`config.mk`:
```
export PLATFORM = sky130hd
export DESIGN_NAME = trial_division_prime_test_core
export DESIGN_NICKNAME = d
export VERILOG_FILES = /design/src/design/tdpt_pkg.sv /design/src/design/trial_division_prime_test_core.sv
export SDC_FILE = /design/constraint.sdc
export NUM_CORES = 1
export LEC_CHECK = 0
export ABC_AREA = 1
export ABC_CLOCK_PERIOD_IN_PS = 5400
export BUFFER_PORTS_ARGS = -buffer_cell sky130_fd_sc_hd__buf_2
export CAP_MARGIN = 15
export CORE_ASPECT_RATIO = 1.25
export CORE_MARGIN = 2
export CORE_UTILIZATION = 50
export CTS_CLUSTER_DIAMETER = 120
export DETAILED_ROUTE_END_ITERATION = 8
export GPL_TIMING_DRIVEN = 0
export PLACE_DENSITY = 0.66
export RECOVER_POWER = 25
export SYNTH_ARGS = -nofsm -noshare
export SYNTH_HDL_FRONTEND = slang
export SYNTH_SLANG_ARGS = --single-unit
```
`constraint.sdc`:
```
create_clock -name clk -period 5.4 [get_ports clk]
set_input_delay 0.27 -clock clk [delete_from_list [all_inputs] [get_ports clk]]
set_output_delay 0.27 -clock clk [all_outputs]
set_load 0.02 [all_outputs]
```
`src/design/tdpt_pkg.sv`:
```
// Package for the trial-division prime tester: constants, microcode format and program.
package tdpt_pkg;

    localparam int DEF_VALUE_WIDTH = 32;

    localparam int TRIAL_FIRST = 5;
    localparam int TRIAL_STEP  = 6;
    localparam int TRIAL_PAIR  = 2;
    localparam int SMALL_DIV   = 3;

    localparam int STEP_W = 4;
    typedef logic [STEP_W-1:0] step_t;

    localparam step_t S_IDLE     = 4'd0;
    localparam step_t S_SMALL    = 4'd1;
    localparam step_t S_WAIT3    = 4'd2;
    localparam step_t S_TRY_D    = 4'd3;
    localparam step_t S_WAIT_D   = 4'd4;
    localparam step_t S_TRY_D2   = 4'd5;
    localparam step_t S_WAIT_D2  = 4'd6;
    localparam step_t S_PASS     = 4'd7;
    localparam step_t S_FAIL     = 4'd8;
    localparam step_t S_START3   = 4'd9;

    typedef enum logic [2:0] {
        COND_ACCEPT,
        COND_SMALL,
        COND_ALWAYS,
        COND_DIV,
        COND_EMIT
    } cond_t;

    typedef enum logic [1:0] {
        DS_NONE,
        DS_THREE,
        DS_D,
        DS_D2
    } dsrc_t;

    typedef enum logic [1:0] {
        D_KEEP,
        D_FIRST,
        D_ADVANCE
    } dop_t;

    typedef struct packed {
        cond_t cond;
        dsrc_t dsrc;
        dop_t  dop;
        logic  lt_pass;
        logic  rz_fail;
        logic  verdict;
        step_t next;
    } ctrl_word_t;

    function automatic ctrl_word_t ucode(input step_t pc);
        ctrl_word_t cw;
        cw = '{cond: COND_ALWAYS, dsrc: DS_NONE, dop: D_KEEP, lt_pass: 1'b0,
               rz_fail: 1'b0, verdict: 1'b0, next: S_IDLE};
        unique case (pc)
            S_IDLE:    begin cw.cond = COND_ACCEPT; cw.next = S_SMALL; end
            S_SMALL:   begin cw.cond = COND_SMALL; cw.next = S_START3; end
            S_START3:  begin cw.dsrc = DS_THREE; cw.next = S_WAIT3; end
            S_WAIT3:
            begin
                cw.cond = COND_DIV; cw.rz_fail = 1'b1; cw.dop = D_FIRST; cw.next = S_TRY_D;
            end
            S_TRY_D:   begin cw.dsrc = DS_D; cw.next = S_WAIT_D; end
            S_WAIT_D:
            begin
                cw.cond = COND_DIV; cw.lt_pass = 1'b1; cw.rz_fail = 1'b1; cw.next = S_TRY_D2;
            end
            S_TRY_D2:  begin cw.dsrc = DS_D2; cw.next = S_WAIT_D2; end
            S_WAIT_D2:
            begin
                cw.cond = COND_DIV; cw.rz_fail = 1'b1; cw.dop = D_ADVANCE; cw.next = S_TRY_D;
            end
            S_PASS:    begin cw.cond = COND_EMIT; cw.verdict = 1'b1; cw.next = S_IDLE; end
            S_FAIL:    begin cw.cond = COND_EMIT; cw.verdict = 1'b0; cw.next = S_IDLE; end
            default:   begin cw.next = S_IDLE; end
        endcase
        return cw;
    endfunction

endpackage

```
`src/design/trial_division_prime_test_core.sv`:
```
// Trial-division prime tester: microcoded sequencer driving a shared restoring divider.
//
// Takes one unsigned candidate per item and returns one item with is_prime. A ten-word
// microcode table steps a datapath built around one restoring divider that yields one
// quotient bit per cycle; each division has an issue step, the divider run and a check
// step. Values below 4 and even values finish after the small-value check; otherwise one
// division by 3 is made and then two divisions per trial divisor pair d, d+2
// (d = 5, 11, 17, ...) until d exceeds n/d or a remainder is zero.
// A 32-bit prime near the top of the range needs roughly 10900 pairs. One item is worked
// at a time; the next is taken once the verdict has moved to the output register.
module trial_division_prime_test_core #(
    parameter int VALUE_WIDTH = tdpt_pkg::DEF_VALUE_WIDTH
) (
    input  logic                   clk,
    input  logic                   rst_n,
    input  logic [VALUE_WIDTH-1:0] candidate,
    input  logic                   in_valid,
    output logic                   in_ready,
    output logic                   is_prime,
    output logic                   out_valid,
    input  logic                   out_ready
);
    import tdpt_pkg::*;

    localparam int CNT_W = $clog2(VALUE_WIDTH + 1);

    step_t                  pc_reg, pc_next;
    logic [VALUE_WIDTH-1:0] n_reg, n_next;
    logic [VALUE_WIDTH-1:0] d_reg, d_next;
    logic [VALUE_WIDTH-1:0] dvs_reg, dvs_next;
    logic [VALUE_WIDTH-1:0] rem_reg, rem_next;
    logic [VALUE_WIDTH-1:0] quo_reg, quo_next;
    logic [CNT_W-1:0]       cnt_reg, cnt_next;
    logic                   div_busy_reg, div_busy_next;
    logic                   out_valid_reg, out_valid_next;
    logic                   is_prime_reg, is_prime_next;
    ctrl_word_t             cw;
    logic [VALUE_WIDTH:0]   trial;
    logic [VALUE_WIDTH:0]   diff;

    assign in_ready  = (pc_reg == S_IDLE);
    assign out_valid = out_valid_reg;
    assign is_prime  = is_prime_reg;

    always_comb
    begin
        cw             = ucode(pc_reg);
        pc_next        = pc_reg;
        n_next         = n_reg;
        d_next         = d_reg;
        dvs_next       = dvs_reg;
        rem_next       = rem_reg;
        quo_next       = quo_reg;
        cnt_next       = cnt_reg;
        div_busy_next  = div_busy_reg;
        out_valid_next = out_valid_reg;
        is_prime_next  = is_prime_reg;

        trial = {rem_reg, quo_reg[VALUE_WIDTH-1]};
        diff  = trial - {1'b0, dvs_reg};

        if (div_busy_reg)
        begin
            if (!diff[VALUE_WIDTH])
            begin
                rem_next = diff[VALUE_WIDTH-1:0];
                quo_next = {quo_reg[VALUE_WIDTH-2:0], 1'b1};
            end
            else
            begin
                rem_next = trial[VALUE_WIDTH-1:0];
                quo_next = {quo_reg[VALUE_WIDTH-2:0], 1'b0};
            end
            cnt_next = cnt_reg - CNT_W'(1);
            if (cnt_reg == CNT_W'(1))
            begin
                div_busy_next = 1'b0;
            end
        end

        if (out_valid_reg && out_ready)
        begin
            out_valid_next = 1'b0;
        end

        if (cw.dsrc != DS_NONE)
        begin
            rem_next      = '0;
            quo_next      = n_reg;
            cnt_next      = CNT_W'(VALUE_WIDTH);
            div_busy_next = 1'b1;
            case (cw.dsrc)
                DS_THREE: dvs_next = VALUE_WIDTH'(SMALL_DIV);
                DS_D:     dvs_next = d_reg;
                default:  dvs_next = d_reg + VALUE_WIDTH'(TRIAL_PAIR);
            endcase
        end

        unique case (cw.cond)
            COND_ACCEPT:
            begin
                if (in_valid)
                begin
                    n_next  = candidate;
                    pc_next = cw.next;
                end
            end
            COND_SMALL:
            begin
                if (n_reg <= VALUE_WIDTH'(1))
                    pc_next = S_FAIL;
                else if (n_reg <= VALUE_WIDTH'(SMALL_DIV))
                    pc_next = S_PASS;
                else if (!n_reg[0])
                    pc_next = S_FAIL;
                else
                    pc_next = cw.next;
            end
            COND_DIV:
            begin
                if (!div_busy_reg)
                begin
                    if (cw.lt_pass && (quo_reg < d_reg))
                        pc_next = S_PASS;
                    else if (cw.rz_fail && (rem_reg == '0))
                        pc_next = S_FAIL;
                    else
                    begin
                        pc_next = cw.next;
                        case (cw.dop)
                            D_FIRST:   d_next = VALUE_WIDTH'(TRIAL_FIRST);
                            D_ADVANCE: d_next = d_reg + VALUE_WIDTH'(TRIAL_STEP);
                            default:   d_next = d_reg;
                        endcase
                    end
                end
            end
            COND_EMIT:
            begin
                if (!out_valid_reg || out_ready)
                begin
                    out_valid_next = 1'b1;
                    is_prime_next  = cw.verdict;
                    pc_next        = cw.next;
                end
            end
            default:
            begin
                pc_next = cw.next;
            end
        endcase
    end

    always_ff @(posedge clk or negedge rst_n)
    begin
        if (!rst_n)
        begin
            pc_reg        <= S_IDLE;
            div_busy_reg  <= 1'b0;
            cnt_reg       <= '0;
            out_valid_reg <= 1'b0;
        end
        else
        begin
            pc_reg        <= pc_next;
            div_busy_reg  <= div_busy_next;
            cnt_reg       <= cnt_next;
            out_valid_reg <= out_valid_next;
        end
    end

    always_ff @(posedge clk)
    begin
        n_reg        <= n_next;
        d_reg        <= d_next;
        dvs_reg      <= dvs_next;
        rem_reg      <= rem_next;
        quo_reg      <= quo_next;
        is_prime_reg <= is_prime_next;
    end

    a_idle_div_quiet: assert property (@(posedge clk) disable iff (!rst_n)
        in_ready |-> !div_busy_reg)
        else $error("divider busy while idle");

    a_accept_next_step: assert property (@(posedge clk) disable iff (!rst_n)
        (in_valid && in_ready) |=> (pc_reg == S_SMALL))
        else $error("accepted item did not start the program");

    a_busy_in_wait: assert property (@(posedge clk) disable iff (!rst_n)
        div_busy_reg |-> (pc_reg == S_WAIT3 || pc_reg == S_WAIT_D || pc_reg == S_WAIT_D2))
        else $error("divider running outside a wait step");

    a_trial_odd: assert property (@(posedge clk) disable iff (!rst_n)
        (pc_reg == S_TRY_D) |-> d_reg[0])
        else $error("trial divisor is even");

endmodule
```
## Word-level counts from Yosys, hierarchy flattened

Cells that the tools add are included.

| word-level totals | value |
|---|---|
| logic and storage cells | 88 |
| output and inout bits | 3 |
| input port bits | 36 |
| bits in writable memories | 0 |
| memory bits (read-only) | 0 |
| bits in latches | 0 |
| flip-flop bits (word level) | 173 |
| memories | 0 |

| operators by class | value |
|---|---|
| div/mod/pow operators | 0 |
| magnitude comparators | 3 |
| mux-type cells | 30 |
| shift-type cells | 0 |
| reduce and logical (&&, ||, !) cells | 18 |
| equality and inequality tests | 20 |
| bitwise operators | 3 |
| multipliers | 0 |
| add/sub/neg operators | 4 |

Operator list:

| kind | count |
|---|---|
| case mux 32 bit (2 select lines) | 2 |
| 2-to-1 mux 32 bit | 3 |
| subtractor 33 x 32 -> 33 bit | 1 |
| adder 32 x 2 -> 32 bit, second input constant | 1 |
| adder 32 x 3 -> 32 bit, second input constant | 1 |
| <= comparator 32 x 1 -> 1 bit, second input constant | 1 |
| <= comparator 32 x 2 -> 1 bit, second input constant | 1 |
| zero test 32 bit | 1 |
| < comparator 32 bit | 1 |
| 2-to-1 mux 4 bit | 8 |
| case mux 4 bit (7 select lines) | 1 |
| == test 4 x 3 -> 1 bit, second input constant | 4 |
| case mux 4 bit (4 select lines) | 1 |
| 2-to-1 mux 6 bit | 2 |
| case mux 3 bit (4 select lines) | 1 |
| 2-to-1 mux 1 bit | 10 |
| == test 4 x 2 -> 1 bit, second input constant | 2 |
| == test 4 bit, second input constant | 2 |
| == test 6 x 1 -> 1 bit, second input constant | 1 |
| inequality test 2 bit, second input constant | 3 |
| case mux 2 bit (3 select lines) | 1 |
| nonzero test 2 bit | 3 |
| subtractor 6 x 1 -> 6 bit, second input constant | 1 |
| AND reduction 5 bit | 1 |
| other kinds (17) | 25 |

## Depth between registers and ports, before layout

| depth | value |
|---|---|
| depth in word-level cells | 8 |
| gate-level depth with buffers | 18 |
| gate-level depth less buffers | 17 |

## Worst setup path before layout

Ideal clock, no wire load.

| path | value |
|---|---|
| kind | flip-flop to flip-flop |
| from | reg pc_reg[2] |
| to | reg quo_reg[0], enable pin |
| setup slack | 2020 ps |
| cell stages (with the launch flop) | 13 |
| setup time | 411 ps |
| arrival | 2969 ps |
| required time | 4989 ps |
| path buffers | 1 |
| period minus slack after synthesis | 3380 ps |
| path through | dfrtp_1 inv_1 nor2_1 inv_1 nor2_1 inv_1 o21ai_0 inv_1 ha_1 buf_2 clkinv_1 nor2_1 inv_1 |

| on the way | value |
|---|---|
| word-level cells in the longest chain between the ends | 4 |
| elaborated cells between the ends (all ways) | 6 |
| classes of those cells | 3 x eq/ne; 1 x mux; 2 x reduce/logical |

RTL lines:

| item | RTL line | text |
|---|---|---|
| start, declared | trial_division_prime_test_core.sv:27 | `step_t pc_reg, pc_next;` |
| start signal, assigned | trial_division_prime_test_core.sv:165 | `pc_reg <= pc_next;` |
| == test 4 x 3 -> 1 bit (tied with other cells) | tdpt_pkg.sv:60 | `unique case (pc)` |
| case mux 2 bit (3 select lines) (*) | tdpt_pkg.sv:60 |  |
| nonzero test 2 bit (*) | trial_division_prime_test_core.sv:86 | `if (cw.dsrc != DS_NONE)` |
| nonzero test 2 bit (no line) (*) | n/a |  |
| end signal, assigned | trial_division_prime_test_core.sv:178 | `quo_reg <= quo_next;` |
| end, declared | trial_division_prime_test_core.sv:32 | `logic [VALUE_WIDTH-1:0] quo_reg, quo_next;` |

Every way passes the cells marked *; elsewhere a longest branch is shown, timed or not.
A chain may end at the register's enable or synchronous reset.

## Final worst setup path

| path | value |
|---|---|
| from | reg pc_reg[2] |
| to | reg quo_reg[5], enable pin |

The elaborated chain is that of the path after synthesis.

==> flow_summary.ini <==
[outcome]
status = complete, no violations

[worst_setup_path]
path_depth = 13
timing.critical_path.mode_cell = inv_1
critPathRequiredTime_ns = 5.59
path_class = flip-flop to flip-flop
worst-path-buf-inv = 8
critPathLaunch = pc_reg[2]
worst-r2r-setup-slack_ns = 1.48
path_cells = inv_1 -> nor2_1 -> inv_1 -> nor2_1 -> inv_1 -> o21ai_0 -> inv_1 -> ha_1 -> clkbuf_1 -> clkinv_1 -> nor2_1 -> inv_1 -> buf_16
arrival_ns = 4.11
cp-endpoint = quo_reg[5]
start_kind = flip-flop
cp_slowest_cell = nor2_1
cpPeakStageDelay_ns = 0.75
crit_family = buffers and inverters
end_kind = flip-flop
r2r_cells = 13
critPathMaxFanout = 26
rr_startpoint = pc_reg[2]
reg2reg_to = quo_reg[5]

[detailed_routing]
top_layer = met4
wl_met2_mm = 15.58
drc = 0
met1_length_mm = 12.34
ant_nets = 0
finalWirelength_mm = 30.59
firstDrtPassIters = 5
avgViaCountPerCell = 5.129
drt_iter0_drc = 588
met3WireLength_um = 995
via_count = 10499
wl_per_cell_um = 14.94

[timing]
hold_ws_ns = 0.01549
relSlewSlack_pct = 28.29
finalSetupViolCount = 0
finalMaxSlewViolations = 0
max_freq_ghz = 0.2551
rsz0062_at_grt = no
fin_crit_ns = 3.920
skew_ns = 0.01233
worst_pin_slew_ns = 1.076
setup_tns_ns = 0
finalCritPeriodShare_pct = 72.60
timing_hold_violations_final = 0

[floorplan]
dieArea_um2 = 25060
die_x_um = 142.0
core.rowCount = 63
die_y_um = 176.5
ioPinCount = 39
initial_utilization_pct = 50.49
core_area_um2 = 23570

[clock_tree]
clk_pin_slew_ns = 0.06
cts_max_path_buffers = 2
htreeDepth = 4
tritoncts = done
postCtsHoldBufs = 32
cts_setup_buffers = 0
cts-root-buf = clkbuf_16
cts_resized = 0
numCtsBuffers = 17
clock-sinks = 172
worst_skew_pair.late_latency_ns = 0.44

[yosys]
synth_edf_count = 128
synth_largest_area_cell = edfxtp_1
synthesis.nets = 1758
yosysTopAreaCellShare_pct = 32.30
synth_area_leaders = edfxtp_1 32%, nand2_1 15%, inv_1 10%
synthCells = 1649
synth_flop_cell = edfxtp_1
synthArstFlopShare_pct = 6.977
synth_seq_cells = 172
synth.distinct_cells = 50
yosys_warnings = 0
synth.avg_cell_area_um2 = 7.216
ys_seq_area_share_pct = 40.21
syn_area_um2 = 11900

[global_routing]
grt_pass1_wl_mm = 49.61
overflow = 0
grt_pass1_vias = 10257
grt_max_degree = 29
gr-usage-all-layers_pct = 25.55
antenna_found_initial = 0

[power_and_ir_drop]
power_density_nw_per_um2 = 699.7
vdd_ir_drop_max_v = 0.0003162
leakage_nw = 6.583

[min_path]
hold_class = primary input to flip-flop

[placement]
place_congestion = 0.9021
hpwl_mm = 24.71
io_buffers = 38

[cells_and_area]
antenna-diode-count = 0
finalNetCount = 1851
syn2layout_area_growth_pct = 12.58
fillers = 2212
final_core_util_pct = 56.84
final_layout_size_suffix_gt1_share_pct = 6.382

[flow_run]
cap_violations = 0
-- worst min path at each step --
| stage | depth (start not counted) | end | slack [ns] | startpoint |
|---|---|---|---|---|
| after global placement | 1 | cnt_reg[5] | 0.17 | rst_n |
| after detailed placement | 1 | cnt_reg[5] | 0.17 | rst_n |
| after floorplan | 0 | cnt_reg[0] | -0.03 | rst_n |
| after global routing | 1 | n_reg[0] | 0.004 | candidate[0] |
| after CTS | 1 | n_reg[0] | 0.0005 | candidate[0] |
| final | 1 | n_reg[0] | 0.02 | candidate[0] |
-- logic make-up (layout without fill, tap and decap cells) --
group           count (synthesis)  in the layout  share of synthesized area, %
buf+inv                       349            455                         11.48
fa+ha+maj                      73             73                         7.739
flops                         172            172                         40.21
xor+xnor                       16             16                         1.178
compound gates                183            183                         8.223
other cells                     1              1                       0.03152
mux                             1              1                       0.08413
simple gates                  854            854                         31.05
-- report_power, final --
| group | leakage (nW) | switching (mW) | internal (mW) | total (mW) |
|---|---|---|---|---|
| sequential | 1.66 | 0.274 | 2.13 | 2.40 |
| combinational | 4.65 | 3.83 | 1.99 | 5.82 |
| clock | 0.272 | 0.504 | 0.651 | 1.16 |
| total | 6.58 | 4.61 | 4.77 | 9.37 |
-- per-layer routing --
metal / GRT usage, % / up-vias
li1: - / 5474
met1: 28.41 / 4693
met2: 46.56 / 251
met3: 3.390 / 81
met4: 14.54 / 0
met5: 0 / -
-- final cells by class --
class | count | area, um^2 | share of cell area (%)
Buffer | 25 | 148.9 | 1.112
Clock buffer | 23 | 499.2 | 3.727
Clock inverter | 9 | 60.06 | 0.4483
Inverter | 324 | 1216 | 9.079
Multi-Input combinational cell | 1128 | 5738 | 42.84
Sequential cell | 172 | 4785 | 35.72
Tap cell | 292 | 365.4 | 2.727
Timing Repair Buffer | 74 | 583.1 | 4.353
-- stage by stage --
stage | power, mW | std cells | setup slack (ns) | area [um^2]
floorplan | 6.674 | 1649 | 2.020 | 11900
global placement | 8.046 | 1979 | 0.5739 | 12450
detailed placement | 8.185 | 1983 | 1.828 | 12550
CTS | 9.396 | 2047 | 1.823 | 13430
global route | 10.30 | 2047 | 1.196 | 13400
finish | 9.373 | 2047 | 1.480 | 13400
-- cell usage in the layout (no fill, tap or decap), types with 36 or more instances in the layout --
master	n
a21oi_1	68
nand3_1	123
edfxtp_1	128
nor2_1	129
ha_1	72
o21ai_0	88
nand2_1	491
buf_2	36
nand4_1	37
inv_1	316
-- Yosys cell counts, types with 5 or more instances --
library cell	instances
o21ai_0	88
nand3_2	5
dfrtp_1	12
nand3b_1	5
nand2_2	17
inv_2	5
dfxtp_1	32
nor2_1	127
nor3_1	26
nor4_1	6
inv_1	316
nand2_1	491
a21oi_1	68
xnor2_1	13
ha_1	72
and2_1	6
nand3_1	123
clkbuf_1	10
nand4_1	37
o21bai_1	8
edfxtp_1	128
Note: power is estimated with default switching activity, not from simulation.
